File: src/rtl/sed_pkg.sv
// sed_pkg: beat types and character constants for the string escape decoder
// no dependencies; imported by every module of the block
`default_nettype none

package sed_pkg;

  localparam logic [7:0] BACKSLASH  = 8'h5C;
  localparam logic [7:0] ERROR_CHAR = 8'h3F;

  typedef struct packed {
    logic [7:0] ch;
    logic       last;
  } in_t;

  typedef struct packed {
    logic       has_char;
    logic [7:0] out_char;
    logic       bad_escape;
    logic       end_of_string;
  } res_t;

  // up to two result beats caused by one input beat
  typedef struct packed {
    logic two;
    res_t first;
    res_t second;
  } op_t;

endpackage

`default_nettype wire

File: src/rtl/string_escape_decoder_unit.sv
// string_escape_decoder_unit: top level of the escape decoder
// depends on sed_pkg, sed_front, sed_queue, sed_back
//
//   channel  | ports                  | beat
//   input    | push, full, item       | one string character and its last mark
//   result   | empty, pop, result     | one decoded character with flags
//
// one character accepted per cycle while the op queue has room
// each character gives zero, one or two result beats; the back end
// delivers one result beat per cycle while result beats are popped
// an accepted character's op goes through the queue, then the output register
// rst clears the escape mode, the queue and the output valid flags
`default_nettype none

module string_escape_decoder_unit #(
  parameter int DEPTH = 2
) (
  input  wire logic         clk,
  input  wire logic         rst,
  input  wire logic         push,
  output logic              full,
  input  wire sed_pkg::in_t item,
  output logic              empty,
  input  wire logic         pop,
  output sed_pkg::res_t     result
);
  import sed_pkg::*;

  logic op_push, q_full, q_valid, q_rd;
  op_t  op_w, op_r;

  sed_front u_front (
    .clk     (clk),
    .rst     (rst),
    .push    (push),
    .full    (full),
    .item    (item),
    .q_full  (q_full),
    .op_push (op_push),
    .op      (op_w)
  );

  sed_queue #(.DEPTH(DEPTH)) u_queue (
    .clk     (clk),
    .rst     (rst),
    .wr      (op_push),
    .wr_op   (op_w),
    .q_full  (q_full),
    .q_valid (q_valid),
    .rd      (q_rd),
    .rd_op   (op_r)
  );

  sed_back u_back (
    .clk     (clk),
    .rst     (rst),
    .q_valid (q_valid),
    .q_op    (op_r),
    .q_rd    (q_rd),
    .empty   (empty),
    .pop     (pop),
    .result  (result)
  );

endmodule

`default_nettype wire

File: src/rtl/sed_front.sv
// sed_front: accepts character beats, tracks escape mode, builds result ops
// depends on sed_pkg
`default_nettype none

module sed_front (
  input  wire logic         clk,
  input  wire logic         rst,
  input  wire logic         push,
  output logic              full,
  input  wire sed_pkg::in_t item,
  input  wire logic         q_full,
  output logic              op_push,
  output sed_pkg::op_t      op
);
  import sed_pkg::*;

  typedef enum logic [3:0] {
    MODE_TEXT  = 4'b0001,
    MODE_ESC   = 4'b0010,
    MODE_HEX_A = 4'b0100,
    MODE_HEX_B = 4'b1000
  } mode_t;

  function automatic logic is_hex(input logic [7:0] c);
    return (c >= "0" && c <= "9") || (c >= "a" && c <= "f") || (c >= "A" && c <= "F");
  endfunction

  function automatic logic [3:0] hex_val(input logic [7:0] c);
    logic [7:0] v;
    v = 8'd0;
    if (c >= "0" && c <= "9") v = c - "0";
    else if (c >= "a" && c <= "f") v = c - "a" + 8'd10;
    else if (c >= "A" && c <= "F") v = c - "A" + 8'd10;
    return v[3:0];
  endfunction

  mode_t      mode, mode_next;
  logic [7:0] held_digit, held_digit_next;

  logic       accept;
  logic [7:0] c, lc;
  logic       fin;
  logic       t_emit;
  res_t       t_res;
  mode_t      t_mode;
  logic       emit0, emit1;
  res_t       r0, r1;

  assign full   = q_full;
  assign accept = push && !q_full;
  assign c      = item.ch;
  assign fin    = item.last;
  assign lc     = (c >= "A" && c <= "Z") ? c + 8'd32 : c;

  // plain text handling of the current character
  always_comb begin
    t_emit = (c != BACKSLASH) || fin;
    t_res.has_char      = 1'b1;
    t_res.out_char      = (c == BACKSLASH) ? ERROR_CHAR : c;
    t_res.bad_escape    = (c == BACKSLASH);
    t_res.end_of_string = 1'b0;
    t_mode = (c == BACKSLASH && !fin) ? MODE_ESC : MODE_TEXT;
  end

  always_comb begin
    emit0           = 1'b0;
    emit1           = 1'b0;
    r0              = '0;
    r1              = '0;
    mode_next       = mode;
    held_digit_next = held_digit;
    unique case (mode)
      MODE_TEXT: begin
        emit0     = t_emit;
        r0        = t_res;
        mode_next = t_mode;
      end
      MODE_ESC: begin
        mode_next   = MODE_TEXT;
        emit0       = 1'b1;
        r0.has_char = 1'b1;
        unique case (lc)
          "a":     r0.out_char = 8'd7;
          "b":     r0.out_char = 8'd8;
          "f":     r0.out_char = 8'd12;
          "v":     r0.out_char = 8'd11;
          "r":     r0.out_char = 8'd13;
          "n":     r0.out_char = 8'd10;
          "t":     r0.out_char = 8'd9;
          8'h27, 8'h22, BACKSLASH: r0.out_char = c;
          "x": begin
            if (fin) begin
              r0.has_char   = 1'b0;
              r0.bad_escape = 1'b1;
            end else begin
              emit0     = 1'b0;
              mode_next = MODE_HEX_A;
            end
          end
          default: begin
            r0.out_char   = ERROR_CHAR;
            r0.bad_escape = 1'b1;
          end
        endcase
      end
      MODE_HEX_A: begin
        if (is_hex(c) && !fin) begin
          held_digit_next = c;
          mode_next       = MODE_HEX_B;
        end else begin
          emit0     = t_emit;
          r0        = t_res;
          mode_next = t_mode;
        end
      end
      MODE_HEX_B: begin
        emit0       = 1'b1;
        r0.has_char = 1'b1;
        if (is_hex(c)) begin
          r0.out_char = {hex_val(held_digit), hex_val(c)};
          mode_next   = MODE_HEX_A;
        end else begin
          r0.out_char = held_digit;
          emit1       = t_emit;
          r1          = t_res;
          mode_next   = t_mode;
        end
      end
      default: mode_next = MODE_TEXT;
    endcase
    if (fin) begin
      mode_next = MODE_TEXT;
    end
  end

  always_comb begin
    op.two    = emit1;
    op.first  = r0;
    op.second = r1;
    op.first.end_of_string  = fin && !emit1;
    op.second.end_of_string = fin && emit1;
  end

  assign op_push = accept && emit0;

  always_ff @(posedge clk) begin
    if (rst) begin
      mode       <= MODE_TEXT;
      held_digit <= 8'd0;
    end else if (accept) begin
      mode       <= mode_next;
      held_digit <= held_digit_next;
    end
  end

  a_emit1_needs_emit0: assert property (@(posedge clk) disable iff (rst)
    emit1 |-> emit0) else $error("second result without a first");
  a_fin_resets_mode: assert property (@(posedge clk) disable iff (rst)
    (accept && fin) |=> mode == MODE_TEXT) else $error("mode not cleared at end of string");

endmodule

`default_nettype wire

File: src/rtl/sed_queue.sv
// sed_queue: short queue of result ops between front and back
// depends on sed_pkg
`default_nettype none

module sed_queue #(
  parameter int DEPTH = 2
) (
  input  wire logic         clk,
  input  wire logic         rst,
  input  wire logic         wr,
  input  wire sed_pkg::op_t wr_op,
  output logic              q_full,
  output logic              q_valid,
  input  wire logic         rd,
  output sed_pkg::op_t      rd_op
);
  import sed_pkg::*;

  localparam int PW = (DEPTH > 1) ? $clog2(DEPTH) : 1;
  localparam int CW = $clog2(DEPTH + 1);

  op_t           slots [DEPTH];
  logic [PW-1:0] wr_ptr, rd_ptr;
  logic [CW-1:0] count;
  logic          do_wr, do_rd;

  assign q_full  = (count == CW'(DEPTH));
  assign q_valid = (count != '0);
  assign do_wr   = wr && !q_full;
  assign do_rd   = rd && q_valid;
  assign rd_op   = slots[rd_ptr];

  function automatic logic [PW-1:0] bump(input logic [PW-1:0] p);
    return (p == PW'(DEPTH - 1)) ? '0 : p + 1'b1;
  endfunction

  always_ff @(posedge clk) begin
    if (do_wr) begin
      slots[wr_ptr] <= wr_op;
    end
  end

  always_ff @(posedge clk) begin
    if (rst) begin
      wr_ptr <= '0;
      rd_ptr <= '0;
      count  <= '0;
    end else begin
      if (do_wr) wr_ptr <= bump(wr_ptr);
      if (do_rd) rd_ptr <= bump(rd_ptr);
      if (do_wr && !do_rd) count <= count + 1'b1;
      else if (do_rd && !do_wr) count <= count - 1'b1;
    end
  end

  a_count_bound: assert property (@(posedge clk) disable iff (rst)
    count <= CW'(DEPTH)) else $error("queue count beyond depth");
  a_fill_to_full: assert property (@(posedge clk) disable iff (rst)
    (do_wr && !do_rd && count == CW'(DEPTH - 1)) |=> q_full)
    else $error("queue not full after last slot filled");

endmodule

`default_nettype wire

File: src/rtl/sed_back.sv
// sed_back: unpacks ops into single result beats behind an output register
// depends on sed_pkg
`default_nettype none

module sed_back (
  input  wire logic         clk,
  input  wire logic         rst,
  input  wire logic         q_valid,
  input  wire sed_pkg::op_t q_op,
  output logic              q_rd,
  output logic              empty,
  input  wire logic         pop,
  output sed_pkg::res_t     result
);
  import sed_pkg::*;

  logic out_valid, pend_valid;
  res_t out_res, pend_res;
  logic slot_free;

  assign slot_free = !out_valid || pop;
  assign q_rd      = slot_free && !pend_valid && q_valid;
  assign empty     = !out_valid;
  assign result    = out_res;

  always_ff @(posedge clk) begin
    if (rst) begin
      out_valid  <= 1'b0;
      pend_valid <= 1'b0;
    end else if (slot_free) begin
      if (pend_valid) begin
        out_valid  <= 1'b1;
        pend_valid <= 1'b0;
      end else begin
        out_valid  <= q_valid;
        pend_valid <= q_valid && q_op.two;
      end
    end
  end

  always_ff @(posedge clk) begin
    if (slot_free) begin
      if (pend_valid) begin
        out_res <= pend_res;
      end else if (q_valid) begin
        out_res  <= q_op.first;
        pend_res <= q_op.second;
      end
    end
  end

  a_pend_behind_out: assert property (@(posedge clk) disable iff (rst)
    pend_valid |-> out_valid) else $error("held second beat without a first");
  a_pend_follows: assert property (@(posedge clk) disable iff (rst)
    (out_valid && pop && pend_valid) |=> (out_valid && !pend_valid))
    else $error("held second beat not moved out");

endmodule

`default_nettype wire
File: config.mk
export PLATFORM = sky130hd
export DESIGN_NAME = string_escape_decoder_unit
export DESIGN_NICKNAME = d
export VERILOG_FILES = /design/src/rtl/sed_pkg.sv /design/src/rtl/string_escape_decoder_unit.sv /design/src/rtl/sed_front.sv /design/src/rtl/sed_queue.sv /design/src/rtl/sed_back.sv
export SDC_FILE = /design/constraint.sdc
export NUM_CORES = 1
export LEC_CHECK = 0
export ABC_AREA = 1
export BUFFER_PORTS_ARGS = -buffer_cell sky130_fd_sc_hd__buf_2
export CAP_MARGIN = 30
export CORE_ASPECT_RATIO = 2
export CORE_MARGIN = 1
export CORE_UTILIZATION = 60
export CTS_CLUSTER_DIAMETER = 200
export DETAILED_ROUTE_END_ITERATION = 8
export GPL_TIMING_DRIVEN = 0
export PLACE_DENSITY = 0.85
export SKIP_LAST_GASP = 1
export SLEW_MARGIN = 10
export SYNTH_ARGS = -nofsm -noshare
export SYNTH_HDL_FRONTEND = slang
export SYNTH_SLANG_ARGS = --single-unit
File: constraint.sdc
create_clock -name clk -period 8.25 [get_ports clk]
set_input_delay 2.475 -clock clk [delete_from_list [all_inputs] [get_ports clk]]
set_output_delay 2.475 -clock clk [all_outputs]
set_load 0.05 [all_outputs]
## Word-level counts from Yosys, hierarchy flattened

Memories as Yosys holds them, arrays and structs flattened. A register that Yosys moved wholly into a read port is not among the register bits.
Cells that the tools add are included.
W data, S select, Z words.

- Add/sub/neg operators: 15
- Magnitude comparators: 13
- Eq/ne operators: 18
- Multiplexer cells: 42
- Bitwise operators: 1
- Reductions and logical operators: 39

Operator list:

| operator | number |
|---|---|
| $eq A8 B7 Y1 const B | 10 |
| $pmux W8 S9 | 1 |
| $mux W11 | 5 |
| $le A8 B7 Y1 const B | 5 |
| $mux W4 | 9 |
| $pmux W9 S4 | 1 |
| $ge A8 B7 Y1 const B | 4 |
| $mux W8 | 3 |
| $sub A4 B1 Y4 const B | 6 |
| $logic_and A1 B1 Y1 | 20 |
| $add A4 B4 Y4 const B | 4 |
| $eq A8 B6 Y1 const B | 2 |
| $ge A8 B6 Y1 const B | 2 |
| $le A8 B6 Y1 const B | 2 |
| $pmux W4 S4 | 1 |
| $mux W1 | 15 |
| $reduce_or A10 Y1 | 1 |
| $add A8 B6 Y8 const B | 1 |
| $ne A8 B7 Y1 const B | 1 |
| $logic_not A1 Y1 | 7 |
| $mux W2 | 3 |
| $reduce_and A3 Y1 | 2 |
| $reduce_bool A2 Y1 | 3 |
| $eq A4 B1 Y1 const B | 1 |
| 15 further kinds | 19 |

- Bits in registers: 40
- RAM bits: 46
- Output and inout port bits: 13
- Logic and storage cells: 144
- Memories kept: 1

Memories:

| name | depth | bits a word | rd ports | clocked after Yosys merged registers in | wr ports | line | text |
|---|---|---|---|---|---|---|---|
| u_queue.slots | 2 | 23 | 1 | 1 | 1 | sed_queue.sv:22 | `op_t slots [DEPTH];` |

## Depth between registers and ports, before layout

- Word-level depth: 13
- Gate-level depth with buffers: 21
- Gate-level depth less buffers: 20

## By module

Synthesis repeated with hierarchy kept, for this count alone.

- Cells, all modules: 490
- Area total of the unflattened synthesis: 4643.2 um2

By module, submodules not included:

| module | instances | cells an instance | area each (um2) |
|---|---|---|---|
| sed_queue | 1 | 108 | 1906.8 |
| sed_front | 1 | 307 | 1793.0 |
| sed_back | 1 | 75 | 943.4 |

## Worst setup path after synthesis

Ideal clock, no wire load.

- Path type: input -> register
- Start: input port item[2] (netlist name)
- End: memory u_queue.slots[0][0] (netlist name) (enable)
- Library setup time: 0.403 ns
- Arrival time: 4.847 ns
- Slack: 3.001 ns
- Cell stages on the path: 16
- Cell sequence: buf_2 -> inv_1 -> ha_1 -> inv_1 -> nand3_1 -> nand2_2 -> nand2_4 -> nand2_1 -> nand3_4 -> nand2_1 -> nand2_1 -> nand2_2 -> nand2_2 -> nand3_4 -> nand2_1 -> nor2_1

- Longest elaborated chain between the ends: 11
- Elaborated cells on any way between the ends: 26

Ends and longest elaborated chain:

| element | line | text |
|---|---|---|
| start: declaration | string_escape_decoder_unit.sv:22 | `input wire sed_pkg::in_t item,` |
| branches (longest 6 deep; another with $ge A8 B7 Y1) | - |  |
| $pmux W1 S4 * | sed_front.sv:72 | `unique case (mode)` |
| $logic_and A1 B1 Y1 * | sed_front.sv:144 | `assign op_push = accept && emit0;` |
| $logic_and A1 B1 Y1 * | sed_queue.sv:29 | `assign do_wr = wr && !q_full;` |
| $mux W1 * | sed_queue.sv:38 | `if (do_wr) begin` |
| $mux W1 (implied by the code) * | sed_queue.sv:39 | `slots[wr_ptr] <= wr_op;` |
| end: declaration | sed_queue.sv:22 |  |

Every way passes the cells marked *.

## Final worst setup path

- Start: input port item[2] (netlist name)
- End: memory u_queue.slots[1][4] (netlist name) (enable)

Same word-level chain as after synthesis.

==> key figures <==
Critical path
  – Reg2reg path depth: 9
  – Crit path cell chain: buf_2, buf_2, inv_1, ha_1, inv_1, nand3_1, nand2_2, nand2_4, nand2_1, nand3_4, nand2_1, nand2_1, nand2_2, nand2_2, nand3_4, nand3_2, inv_1
  – Startpoint types: input port
  – Critical Path AT: 5.00 ns
  – Delay-heaviest family, CP: buffers and inverters
  – Crit. End Element: register
  – R2r setup slk: 5.79 ns
  – Delay of the slowest critical-path stage: 0.66 ns
  – Worst path bufs/invs: 5
  – WS Path Type: in2reg
  – R2r endpoint: u_queue.slots[1][4]
  – CP max FO: 23
  – Crit-path slowest cell: inv_1
  – Worst flop-to-flop path startpoint: u_front.mode[3]
  – Worst EP required: 8.21 ns

Final layout
  – Layout Nets: 547
  – Layout area overhead: 12.4%
  – Commonest non-fill, non-tap cell in the layout: nand2_1
  – N_diodes: 0
  – Most frequent cells in the layout: nand2_1 (99), edfxtp_1 (68), nor2_1 (59)
  – Share of cells above drive strength 1: 19.0%

Yosys
  – EDFF count, synth: 68
  – Post-Syn Instances: 485
  – Seq/Total Area, Yosys: 53.5%
  – Mapped cell area: 0.00453 mm²
  – Post-Syn Area per Cell: 9.34 µm²
  – Top FF cell, synth: edfxtp_1
  – Synth Net Count: 510
  – Post-synth ARST share: 0%
  – Distinct cell type count after synthesis: 48
  – Synth Register Bits: 87
  – Synth warn: 0

Floorplanning
  – # rows: 44
  – Starting density of the core: 62.3%
  – Core Region: 0.00727 mm²
  – Die height: 125 µm
  – Number of top-level pins: 26
  – Die width: 63.4 µm
  – Full die area: 0.00792 mm²

Clock network
  – Max clock buf depth: 2
  – CTS Hold Bufs: 0
  – Post_cts resized: 0
  – Sink Count: 87
  – Postcts setup bufs: 0
  – Clock Latency Late Sink: 0.34 ns
  – H-tree Lvls: 3
  – TritonCTS Buffers: 9
  – Clock slew at reported path FFs: 0.06 ns
  – TritonCTS clock tree: built
  – CTS root buffer: clkbuf_16

Global route
  – Largest net degree at the start of global routing: 24
  – First-pass GRT wire length: 16500 µm
  – Total grt overflow: 0
  – GRT Total Usage: 27.8%
  – GRT busiest layer: met2
  – Initial antenna violation count: 0
  – Vias in the first global route: 3621
  – Met3 Usage GRT: 3.66%
  – GR Layer Usage met2: 52.9%
  – Met1 Use GR: 25.6%

Min path
  – Hold depth: 2
  – Hold Startpoint: u_front.held_digit[7]
  – Hold worst-path end: u_front.held_digit[7]
  – HP Class: reg2reg

STA
  – Setup Viol. Count Final: 0
  – FMAX: 198 MHz
  – Worst slew margin: 40.8%
  – Setup tns final: 0 ns
  – Slew @ Worst Pin: 0.886 ns
  – Slew Limit Fails: 0
  – Final period demand of the worst path: 5.05 ns
  – RSZ-0062 raised after global routing: false
  – Setup Skew: 0.00774 ns
  – Final Cycle Share: 61.2%
  – Final Hold Fails: 0

Routing
  – DRC Markers: 0
  – Pre-antenna DRT Iters: 5
  – Starting DRT DRC Count: 256
  – DR vias: 3628
  – DR WL/cell: 16.7 µm
  – WL final: 10400 µm
  – Vias/cell: 5.86
  – Antenna-violating nets left: 0

Pwr
  – Power, Total: 1450 µW
  – Clock power frac: 26.8%
  – Reg power frac: 43.7%
  – Sw Share: 34.9%
  – Sw power: 506 µW
  – Comb power frac: 29.4%
  – VDD IR-drop max: 0.000132 V
  – Leakage power figure: 0.00206 µW
  – Internal power: 944 µW
  – PD cells: 285 mW/mm²

Status
  – Status: completed

Placement
  – Number of buffers added on ports: 23
  – DP HPWL: 7560 µm
  – Gpl congestion: 0.948

Job
  – # Max-Cap Violations: 0
## power by group through the flow
stage	Sequential [µW]	Clock, µW	Combinational (µW)
6_report	634	389	427
5_1_grt	642	408	458
4_1_cts	635	390	428
3_5_place_dp	642	0	419
3_3_place_gp	638	0	387
2_1_floorplan	739	0	203
## final cells by class
cell class | instances | area (µm²)
timing repair buffer | 26 | 145
fill | 578 | 2170
multi-input combinational | 334 | 1840
tap | 92 | 115
buffer | 15 | 87.6
sequential | 87 | 2420
clock inverter | 4 | 27.5
clock buffer | 12 | 268
inverter | 49 | 186
## kinds of logic after synthesis
logic type,Yosys count,share of synthesized area (%)
adder cells (fa/ha/maj),12,3.31
AO/OA/AOI/OAI,85,10.6
flip-flops,87,53.5
XOR/XNOR,5,0.967
multiplexers,6,1.49
AND/OR/NAND/NOR,226,24.1
buffers and inverters,64,6.05
## synth_stat cells, types with 5 or more instances
master / number / area share, %
nand2_2: 11 / 1.5
ha_1: 12 / 3.3
dfxtp_1: 19 / 8.4
a21oi_1: 46 / 5.1
nor3_1: 8 / 0.88
nor2_2: 5 / 0.69
inv_1: 41 / 3.4
xor2_1: 5 / 0.97
clkbuf_1: 6 / 0.50
nor2_1: 60 / 5.0
inv_2: 5 / 0.41
nand3_2: 5 / 1.1
o21ai_0: 18 / 2.0
nand3_1: 19 / 2.1
nand4_1: 5 / 0.69
nand2_1: 99 / 8.2
edfxtp_1: 68 / 45
mux2_2: 6 / 1.5
## per-layer routing
| layer | vias to the layer above | part of all wire, % |
|---|---|---|
| li1 | 1721 | - |
| met1 | 1721 | 33 |
| met2 | 142 | 58 |
| met3 | 44 | 4.1 |
| met4 | 0 | 5.3 |
| met5 | - | 0 |
## worst min-delay path, stage by stage, from the launching register on
cell,delay [ns]
dfxtp_1,0.33
nand2_1,0.07
nor2_1,0.03
## state kept, by name, indices dropped and copies added (netlist names), 2 cells and up, named ones only
| signal | flops |
|---|---|
| u_back.pend_res | 11 |
| u_back.result | 11 |
| u_front.held_digit | 8 |
| u_front.mode | 4 |
| u_queue.count | 2 |
| u_queue.slots | 46 |
## metrics by stage
stage	utilization (%)	setup WS, ns	area (µm²)	std cells	hold WS, ns
global placement	65.5	2.14	4760	600	0.457
global route	70.1	3.00	5090	619	0.509
floorplan	-	3.00	4530	485	0.431
detailed placement	66.0	2.91	4800	603	0.457
CTS	70.1	3.23	5090	619	0.467
finish	70.1	3.20	5090	619	0.467
## worst max-delay path by stage
stage,start,to,slack [ns],cells after the start
finish,item[2],u_queue.slots[1][4],3.20,17
global route,item[2],u_queue.slots[1][17],3.00,17
CTS,item[2],u_queue.slots[1][17],3.23,17
detailed placement,item[2],u_queue.slots[1][4],2.91,17
global placement,item[2],u_queue.slots[0][15],2.14,17
floorplan,item[2],u_queue.slots[0][0],3.00,16
Power figures use the tool's default switching activity.
